[src/hdl/mm2fb_pkg.sv]
// mm2fb_pkg: address table and function code constants for the MM2 frame builder.
// No dependencies.
package mm2fb_pkg;

    localparam logic [7:0] SpeedMask = 8'h55;
    localparam logic [7:0] CodeClashOff = 8'h22;
    localparam logic [7:0] CodeClashOn = 8'h88;
    localparam logic [7:0] OnBit = 8'h80;

    typedef logic [7:0] t_byte;

    typedef struct packed {
        logic [7:0] addr;
        logic [1:0] fld;
        logic [7:0] speed;
        logic       half;
    } t_frame;

    localparam t_byte AddrTable [256] = '{
        8'h03,8'h01,8'h0C,8'h0F,8'h0D,8'h04,8'h07,8'h05,8'h30,8'h33,8'h31,8'h3C,8'h3F,8'h3D,8'h34,8'h37,
        8'h35,8'h10,8'h13,8'h11,8'h1C,8'h1F,8'h1D,8'h14,8'h17,8'h15,8'hC0,8'hC3,8'hC1,8'hCC,8'hCF,8'hCD,
        8'hC4,8'hC7,8'hC5,8'hF0,8'hF3,8'hF1,8'hFC,8'hFF,8'hFD,8'hD4,8'hD7,8'hD5,8'hD0,8'hD3,8'hD1,8'hDC,
        8'hDF,8'hDD,8'hF4,8'hF7,8'hF5,8'h40,8'h43,8'h41,8'h4C,8'h4F,8'h4D,8'h44,8'h47,8'h45,8'h70,8'h73,
        8'h71,8'h7C,8'h7F,8'h7D,8'h74,8'h77,8'h75,8'h50,8'h53,8'h51,8'h5C,8'h5F,8'h5D,8'h54,8'h57,8'h55,
        8'h02,8'h06,8'hE9,8'h0E,8'h12,8'h16,8'h1A,8'h1E,8'h22,8'h26,8'h2A,8'h2E,8'h32,8'h36,8'h3A,8'h3E,
        8'h42,8'h46,8'h4A,8'h4E,8'h52,8'h56,8'h5A,8'h5E,8'h62,8'h66,8'h6A,8'h6E,8'h72,8'h76,8'h7A,8'h7E,
        8'h82,8'h86,8'h8A,8'h8E,8'h92,8'h96,8'h9A,8'h9E,8'hA2,8'hA6,8'hF9,8'hAE,8'hB2,8'hB6,8'hBA,8'hBE,
        8'hC2,8'hC6,8'hCA,8'hCE,8'hD2,8'hD6,8'hDA,8'hDE,8'hE2,8'hE6,8'hEA,8'hEE,8'hF2,8'hF6,8'hFA,8'hFE,
        8'h08,8'h18,8'h28,8'h38,8'h48,8'h58,8'h68,8'h78,8'h88,8'h98,8'hA8,8'hB8,8'hC8,8'hD8,8'hE8,8'hF8,
        8'h0B,8'h1B,8'h2B,8'h3B,8'h4B,8'h5B,8'h6B,8'h7B,8'h8B,8'h9B,8'hAB,8'hBB,8'hCB,8'hDB,8'hEB,8'hFB,
        8'h09,8'h19,8'h29,8'h39,8'h49,8'h59,8'h69,8'h79,8'h89,8'h99,8'hA9,8'hB9,8'hC9,8'hD9,8'h0A,8'hAA,
        8'h20,8'h60,8'hA0,8'hE0,8'h23,8'h63,8'hA3,8'hE3,8'h21,8'h61,8'hA1,8'hE1,8'h2C,8'h6C,8'hAC,8'hEC,
        8'h2F,8'h6F,8'hAF,8'hEF,8'h2D,8'h6D,8'hAD,8'hED,8'h24,8'h64,8'hA4,8'hE4,8'h27,8'h67,8'hA7,8'hE7,
        8'h25,8'h65,8'hA5,8'hE5,8'h80,8'h83,8'h81,8'h8C,8'h8F,8'h8D,8'h84,8'h87,8'h85,8'hB0,8'hB3,8'hB1,
        8'hBC,8'hBF,8'hBD,8'hB4,8'hB7,8'hB5,8'h90,8'h93,8'h91,8'h9C,8'h9F,8'h9D,8'h94,8'h97,8'h95,8'h00
    };

    localparam t_byte ClashOff [4] = '{8'h05, 8'h10, 8'h11, 8'h14};
    localparam t_byte ClashOn  [4] = '{8'h50, 8'h51, 8'h54, 8'h55};
    localparam t_byte FuncCode [4] = '{8'h0A, 8'h20, 8'h28, 8'h2A};

    // Inverse of addr_encode over AddrTable's first 255 entries, first match wins; 0 if absent.
    function automatic t_byte addr_decode(input t_byte code);
        t_byte r;
        r = 8'd0;
        for (int i = 254; i >= 0; i--) begin
            if (AddrTable[i] == code) r = 8'(i + 1);
        end
        return r;
    endfunction

    function automatic t_byte addr_encode(input t_byte v);
        return (v == 8'd0) ? 8'd0 : AddrTable[8'(v - 8'd1)];
    endfunction

    function automatic t_byte func_encode(input logic [1:0] fidx, input t_byte speed,
                                          input logic on);
        if (!on && speed == ClashOff[fidx]) return CodeClashOff;
        if (on && speed == ClashOn[fidx]) return CodeClashOn;
        return FuncCode[fidx] | (on ? OnBit : 8'h00);
    endfunction

endpackage

[src/hdl/mm2fb_encode.sv]
// mm2fb_encode: combinational frame mapping for one request.
// Uses mm2fb_pkg.
module mm2fb_encode (
    input  logic [7:0]       i_address_code,
    input  logic [7:0]       i_speed_first,
    input  logic [7:0]       i_speed_second,
    input  logic             i_has_second_speed,
    input  logic [5:0]       i_func_number,
    input  logic [31:0]      i_func_bits,
    input  logic             i_half_rate,
    output mm2fb_pkg::t_frame o_frame
);
    import mm2fb_pkg::*;

    logic [7:0] speed, masked, dec, addr;
    logic [5:0] fm2, bitpos;
    logic [1:0] fld;
    logic       f0, on;

    always_comb begin
        f0     = i_func_bits[0];
        fld    = f0 ? 2'd3 : 2'd0;
        speed  = i_speed_first;
        addr   = i_address_code;
        fm2    = 6'(i_func_number - 6'd2);
        bitpos = 6'(i_func_number - 6'd1);
        on     = (bitpos < 6'd32) ? i_func_bits[bitpos[4:0]] : 1'b0;
        masked = 8'd0;
        dec    = 8'd0;
        if (i_has_second_speed) begin
            speed = i_speed_second;
            if (i_speed_first != i_speed_second) fld = f0 ? 2'd2 : 2'd1;
        end
        masked = speed & SpeedMask;
        if (i_func_number > 6'd1) begin
            if (i_func_number >= 6'd6) begin
                dec   = 8'(addr_decode(i_address_code) + {4'd0, fm2[5:2]});
                addr  = addr_encode(dec);
                speed = func_encode(fm2[1:0], 8'd0, on);
            end else begin
                speed = masked | func_encode(fm2[1:0], masked, on);
            end
        end
        o_frame = '{addr: addr, fld: fld, speed: speed, half: i_half_rate};
    end
endmodule

[src/hdl/mm2_frame_builder.sv]
// mm2_frame_builder: top level, input register, encoder, output register with skid.
// Uses mm2fb_pkg and mm2fb_encode.
// One frame per accepted transaction, registered in the input and then the output
// register; one transaction per cycle when not stalled; the address table lookup
// sits between them. Transactions with power off are dropped and give no frame.
module mm2_frame_builder (
    input  logic        i_clk,
    input  logic        i_rst_n,
    input  logic        i_valid,
    output logic        o_stall,
    input  logic [7:0]  i_address_code,
    input  logic [7:0]  i_speed_first,
    input  logic [7:0]  i_speed_second,
    input  logic        i_has_second_speed,
    input  logic [5:0]  i_func_number,
    input  logic [31:0] i_func_bits,
    input  logic        i_half_rate,
    input  logic        i_power_on,
    output logic        o_valid,
    input  logic        i_stall,
    output logic [7:0]  o_frame_address,
    output logic [1:0]  o_frame_function,
    output logic [7:0]  o_frame_speed,
    output logic        o_frame_half_rate
);
    import mm2fb_pkg::*;

    logic        r_in_v;
    logic [7:0]  r_addr, r_sp1, r_sp2;
    logic        r_has2, r_half;
    logic [5:0]  r_fn;
    logic [31:0] r_fb;
    logic        r_out_v, r_skid_v;
    t_frame      r_out, r_skid, w_frame;
    logic        in_take, out_free;

    mm2fb_encode u_enc (
        .i_address_code(r_addr), .i_speed_first(r_sp1), .i_speed_second(r_sp2),
        .i_has_second_speed(r_has2), .i_func_number(r_fn), .i_func_bits(r_fb),
        .i_half_rate(r_half), .o_frame(w_frame)
    );

    assign o_stall  = r_skid_v;
    assign in_take  = i_valid && !r_skid_v;
    assign out_free = !r_out_v || !i_stall;

    always_ff @(posedge i_clk) begin
        if (!i_rst_n) begin
            r_in_v   <= 1'b0;
            r_out_v  <= 1'b0;
            r_skid_v <= 1'b0;
        end else begin
            if (out_free) begin
                if (r_skid_v) begin
                    r_out    <= r_skid;
                    r_out_v  <= 1'b1;
                    r_skid_v <= 1'b0;
                end else begin
                    r_out   <= w_frame;
                    r_out_v <= r_in_v;
                end
            end else if (r_in_v && !r_skid_v) begin
                r_skid   <= w_frame;
                r_skid_v <= 1'b1;
            end
            if (!r_skid_v) begin
                r_in_v <= in_take && i_power_on;
                r_addr <= i_address_code;
                r_sp1  <= i_speed_first;
                r_sp2  <= i_speed_second;
                r_has2 <= i_has_second_speed;
                r_fn   <= i_func_number;
                r_fb   <= i_func_bits;
                r_half <= i_half_rate;
            end else if (out_free) begin
                r_in_v <= r_in_v;
            end
        end
    end

    assign o_valid           = r_out_v;
    assign o_frame_address   = r_out.addr;
    assign o_frame_function  = r_out.fld;
    assign o_frame_speed     = r_out.speed;
    assign o_frame_half_rate = r_out.half;
endmodule

[config.mk]
export PLATFORM = sky130hd
export DESIGN_NAME = mm2_frame_builder
export DESIGN_NICKNAME = d
export VERILOG_FILES = /design/src/hdl/mm2fb_pkg.sv /design/src/hdl/mm2fb_encode.sv /design/src/hdl/mm2_frame_builder.sv
export SDC_FILE = /design/constraint.sdc
export NUM_CORES = 1
export LEC_CHECK = 0
export BUFFER_PORTS_ARGS = -buffer_cell sky130_fd_sc_hd__buf_4
export CAP_MARGIN = 20
export CELL_PAD_IN_SITES_DETAIL_PLACEMENT = 1
export CELL_PAD_IN_SITES_GLOBAL_PLACEMENT = 1
export CORE_UTILIZATION = 30
export DETAILED_ROUTE_END_ITERATION = 10
export PLACE_DENSITY = 0.53
export SETUP_SLACK_MARGIN = 0.4
export SLEW_MARGIN = 30
export SYNTH_ARGS = -nofsm -noshare
export SYNTH_HDL_FRONTEND = slang
export SYNTH_HIERARCHICAL = 1
export SYNTH_SLANG_ARGS = --single-unit
[constraint.sdc]
create_clock -name i_clk -period 19.56 [get_ports i_clk]
set_input_delay 3.912 -clock i_clk [delete_from_list [all_inputs] [get_ports i_clk]]
set_output_delay 3.912 -clock i_clk [all_outputs]
set_load 0.01 [all_outputs]
### Yosys cells after proc, flatten, opt, wreduce, memory -nomap -nowiden

Memory sizes are Yosys's and may differ from the RTL's.
Cells that the tools add are included.

* add/subtract/negate cells: 4
* muxes and demuxes: 308
* bitwise gates (word level): 7
* reductions and logical operators: 19
* magnitude comparators: 6
* equal/unequal tests: 258

Operators with widths (number)
* 8-bit 2-to-1 mux: 282
* 8-bit equality test, first input constant: 128
* 7-bit by 8-bit equality test with 1-bit output, first input constant: 64
* 6-bit by 8-bit equality test with 1-bit output, first input constant: 32
* 5-bit by 8-bit equality test with 1-bit output, first input constant: 16
* 4-bit by 8-bit equality test with 1-bit output, first input constant: 8
* 8-bit binary-select mux with 2-bit select: 3
* 3-bit by 8-bit equality test with 1-bit output, first input constant: 4
* 8-bit logical NOT: 3
* 19-bit 2-to-1 mux: 1
* 1-bit 2-to-1 mux: 17
* 2-bit by 8-bit equality test with 1-bit output, first input constant: 2
* 7-bit by 8-bit equality test with 1-bit output: 2
* 9-bit >= comparator, second input constant: 1
* 8-bit NOT with 9-bit output: 1
* 8-bit by 4-bit adder with 8-bit output: 1
* 1-bit by 8-bit equality test with 1-bit output, first input constant: 1
* 2-bit 2-to-1 mux: 4
* 8-bit inequality test: 1
* 7-bit by 8-bit OR with 8-bit output: 1
* 8-bit OR: 1
* 8-bit by 1-bit subtractor with 8-bit output, second input constant: 1
* 1-bit logical AND: 7
* 6-bit by 3-bit >= comparator with 1-bit output, second input constant: 1
* other kinds (14): 20

* bits of input ports: 69
* output and inout port bits: 21
* word-level logic and storage cells: 621
* bits in registers: 105
* ROM bits: 2048
* memories: 1

Memory list
* (no name shown): words 256, bits a word 8, read ports 1, clocked after Yosys merged registers in 0, write ports 0, RTL line mm2fb_pkg.sv:53 `return (v == 8'd0) ? 8'd0 : AddrTable[8'(v - 8'd1)];`

### Depth between registers and ports, before layout

* depth in word-level cells: 268
* depth in mapped cells: 32
* depth with buffers taken out: 28

### Hierarchy

Netlist, hierarchy kept.

By module, submodules not included
* mm2fb_encode: area each 6615.1 sq um, times used 1, cells an instance 997, sequential area each 0.0 sq um
* mm2_frame_builder: area each 3428.3 sq um, times used 1, cells an instance 136, sequential area each 3123.0 sq um

### Least setup slack after synthesis

No wires, ideal clock.

* path kind: input port to flip-flop
* start: in i_rst_n
* end: reg r_skid[0] (netlist bit) (enable)
* data required time: 19.183 ns
* data arrival time: 7.653 ns
* setup time: 0.377 ns
* path slack: 11.530 ns
* stages on the path: 2
* path buffers: 0
* path through: nor2b_1 and4_1

* longest elaborated chain between the ends: 1

RTL lines
* start: declaration: RTL line mm2_frame_builder.sv:8 `input logic i_rst_n,`
* 3-bit AND reduction (no line)
* end signal: assignment: RTL line mm2_frame_builder.sv:63 `r_skid <= w_frame;`
* end: declaration: RTL line mm2_frame_builder.sv:34 `t_frame r_out, r_skid, w_frame;`

No other way between the ends.
A chain may end at the register's enable or synchronous reset.

==> impl_metrics.ini <==
[grt]
grt_usage = 0.240
overflow = 0
antenna_found_initial = 0
grt_max_degree = 65
grt_first_pass_wirelength_mm = 61.9
grt_pass1_vias = 9856

[job]
drv_cap = 0

[worst_setup_path]
critPathRequiredTime_ps = 19660
critPathKind = register to register
ff2ff_path_depth = 27
cp_slowest_cell = or4_1
startpoint_type = register
rr_startpoint = r_addr[2]
crit_family = simple AND/OR/NAND/NOR gates
path_max_fanout = 49
critical_path.max_stage_delay_ps = 610
regToRegEndpoint = o_frame_address[0]
cp.buffers_inverters = 5
r2r_slack_ps = 10650
endpoint_kind = register
arrival_ps = 9010

[floorplanning]
fp-row-count = 66
die_width_um = 185
die_y_um = 185
ios = 90
die_area_um2 = 34200
initial_utilization = 0.307
core_area_um2 = 32700

[finish]
final_nets = 1241
final_cells = 1596
drive_gt1_frac = 0.181
diodes = 0
fillCellCount = 3877
syn_to_final_growth_pct = 10.9
final_cell_area_um2 = 11100

[detailed_routing]
drt-total-wl_mm = 40.6
wl_per_cell_um = 25.5
drc_errors = 0
detailedRoute.firstPassIterationCount = 5
num_vias = 9774
viasPerCell = 6.12
first_iter_violations = 918
final_antenna_net_count = 0

[pwr]
power.internal_mw = 0.637
fin_total_pwr_mw = 1.21
seqPwrFrac = 0.236
p_sw_mw = 0.577
irDropWorstVdd_mv = 0.0630
p_comb_frac = 0.625
p_leak_nw = 3.82
p_per_area_nw_per_um2 = 109
p_clk_frac = 0.140
swShare = 0.475

[synth]
ys_warn_count = 6
syn_nets = 1225
synthArstFlopShare = 0
yosys.area.top_type = edfxtp_1
syn_area_um2 = 10000
synth_cells = 1133
ys.flop_type = edfxtp_1
synth_area_leaders = edfxtp_1 30%, nand2_1 3.8%, nor2_1 3.7%
ys_seq_elements = 105
synth_common_cells = 103 x nand2_1, 102 x edfxtp_1, 99 x nor2_1
syn_area_per_cell_um2 = 8.86
synth_most_common_cell = nand2_1
ys_types = 112
synth_edf_count = 102
synth_top_area_frac = 0.305
synth_seq_area_share = 0.311

[status]
status = completed

[sta]
hold_ws_ps = 457
setup_viol = 0
finalMaxSlewViolations = 0
grt_setup_unrepaired = false
skew_ps = 7.09
hold_violations = 0
slew_headroom = 0.307
fmax_mhz = 112
period_share = 0.455
tightest_slew_ps = 1040
layout_min_cycle_time_ps = 8910
fin_tns_setup_ps = 0

[cts]
ctsHoldBuffers = 0
cts.sinks = 105
cts_root_buf = clkbuf_16
clkTransAtPathRegs_ps = 60
clock_path_buffers = 2
post-cts-setup-buffers = 0
cts_tree = yes
insertion_delay_ps = 350
cts_resized = 0
cts_buffers = 9
cts_max_level = 3

[placed_design]
placed_cell_area_um2 = 10900
dp_hpwl_mm = 28.4
place.gp.congestion = 0.958
place_inst = 1580
numPortBuffers = 89

[hold_path]
hold_depth = 0
hp-start = r_half
min_to = r_skid[0]
holdCritPathClass = register to register
stage by stage:
stage | util | worst slack (ps)
finish | 0.341 | 10650
global route | 0.341 | 10250
CTS | 0.341 | 10860
detailed placement | 0.332 | 10940
global placement | 0.332 | 10840
floorplan | - | 11530
metal layers:
metal / GRT usage / wire length [µm]
met1: 0.329 / 18300
met2: 0.367 / 18000
met3: 0.0444 / 2920
met4: 0.0972 / 1370
met5: 0.0133 / 57
area by class of cell:
| type | count | area (µm²) | share of cell area |
|---|---|---|---|
| Multi-Input combinational cell | 899 | 6250 | 0.561 |
| Sequential cell | 105 | 3120 | 0.280 |
| Timing Repair Buffer | 116 | 871 | 0.0782 |
| Tap cell | 442 | 553 | 0.0496 |
| Clock buffer | 14 | 264 | 0.0237 |
| Inverter | 18 | 67.6 | 0.00606 |
| Clock inverter | 2 | 13.8 | 0.00124 |
cells in the final DEF, fill, tap and decap left out, types with 11 or more instances in the layout:
| cell | netlist | final |
|---|---|---|
| inv_1 | 16 | 16 |
| nand3_1 | 30 | 30 |
| nand2b_1 | 14 | 14 |
| xnor2_1 | 29 | 28 |
| mux2_2 | 22 | 22 |
| o22ai_1 | 22 | 22 |
| buf_4 | 15 | 116 |
| a22oi_1 | 12 | 12 |
| nor2b_1 | 12 | 11 |
| nor3_1 | 33 | 33 |
| nand2_1 | 103 | 103 |
| ha_1 | 22 | 22 |
| nand4_1 | 15 | 15 |
| nor2_1 | 99 | 99 |
| a21oi_1 | 73 | 73 |
| o211ai_1 | 24 | 24 |
| edfxtp_1 | 102 | 102 |
| o21ai_0 | 72 | 72 |
| a211oi_1 | 14 | 14 |
| a31oi_1 | 18 | 18 |
| nor4_1 | 18 | 18 |
| mux2i_1 | 14 | 14 |
power by group through the flow:
stage / Combinational (mW) / Sequential, mW / Clock, mW
6_report: 0.758 / 0.286 / 0.170
4_1_cts: 0.749 / 0.287 / 0.175
2_1_floorplan: 0.532 / 0.294 / 0
3_5_place_dp: 0.745 / 0.292 / 0
5_1_grt: 0.818 / 0.289 / 0.184
3_3_place_gp: 0.754 / 0.292 / 0
registers in the layout, indices dropped and copies added, names as in the netlist:
register,cells
r_sp1,8
o_valid,1
r_sp2,8
r_addr,8
r_skid,19
r_in_v,1
r_fn,6
r_fb,32
o_frame_function,2
o_stall,1
o_frame_half_rate,1
o_frame_speed,8
r_has2,1
r_half,1
o_frame_address,8
worst max-delay path by stage:
stage | endpoint | startpoint | slack [ps] | cells past startpoint
after floorplan | r_skid[0] | i_rst_n | 11530 | 2
final | o_frame_address[0] | r_addr[2] | 10650 | 27
after global placement | o_frame_address[0] | r_addr[2] | 10840 | 27
after CTS | o_frame_address[0] | r_addr[2] | 10860 | 27
after global routing | o_frame_address[0] | r_addr[2] | 10250 | 27
after detailed placement | o_frame_address[0] | r_addr[2] | 10940 | 27
logic make-up after synthesis:
family | synth area share
simple gates | 0.210
compound gates | 0.267
buf+inv | 0.0693
flops | 0.311
xor+xnor | 0.0508
mux | 0.0610
fa+ha+maj | 0.0315
(Power assumes the default switching activity.)
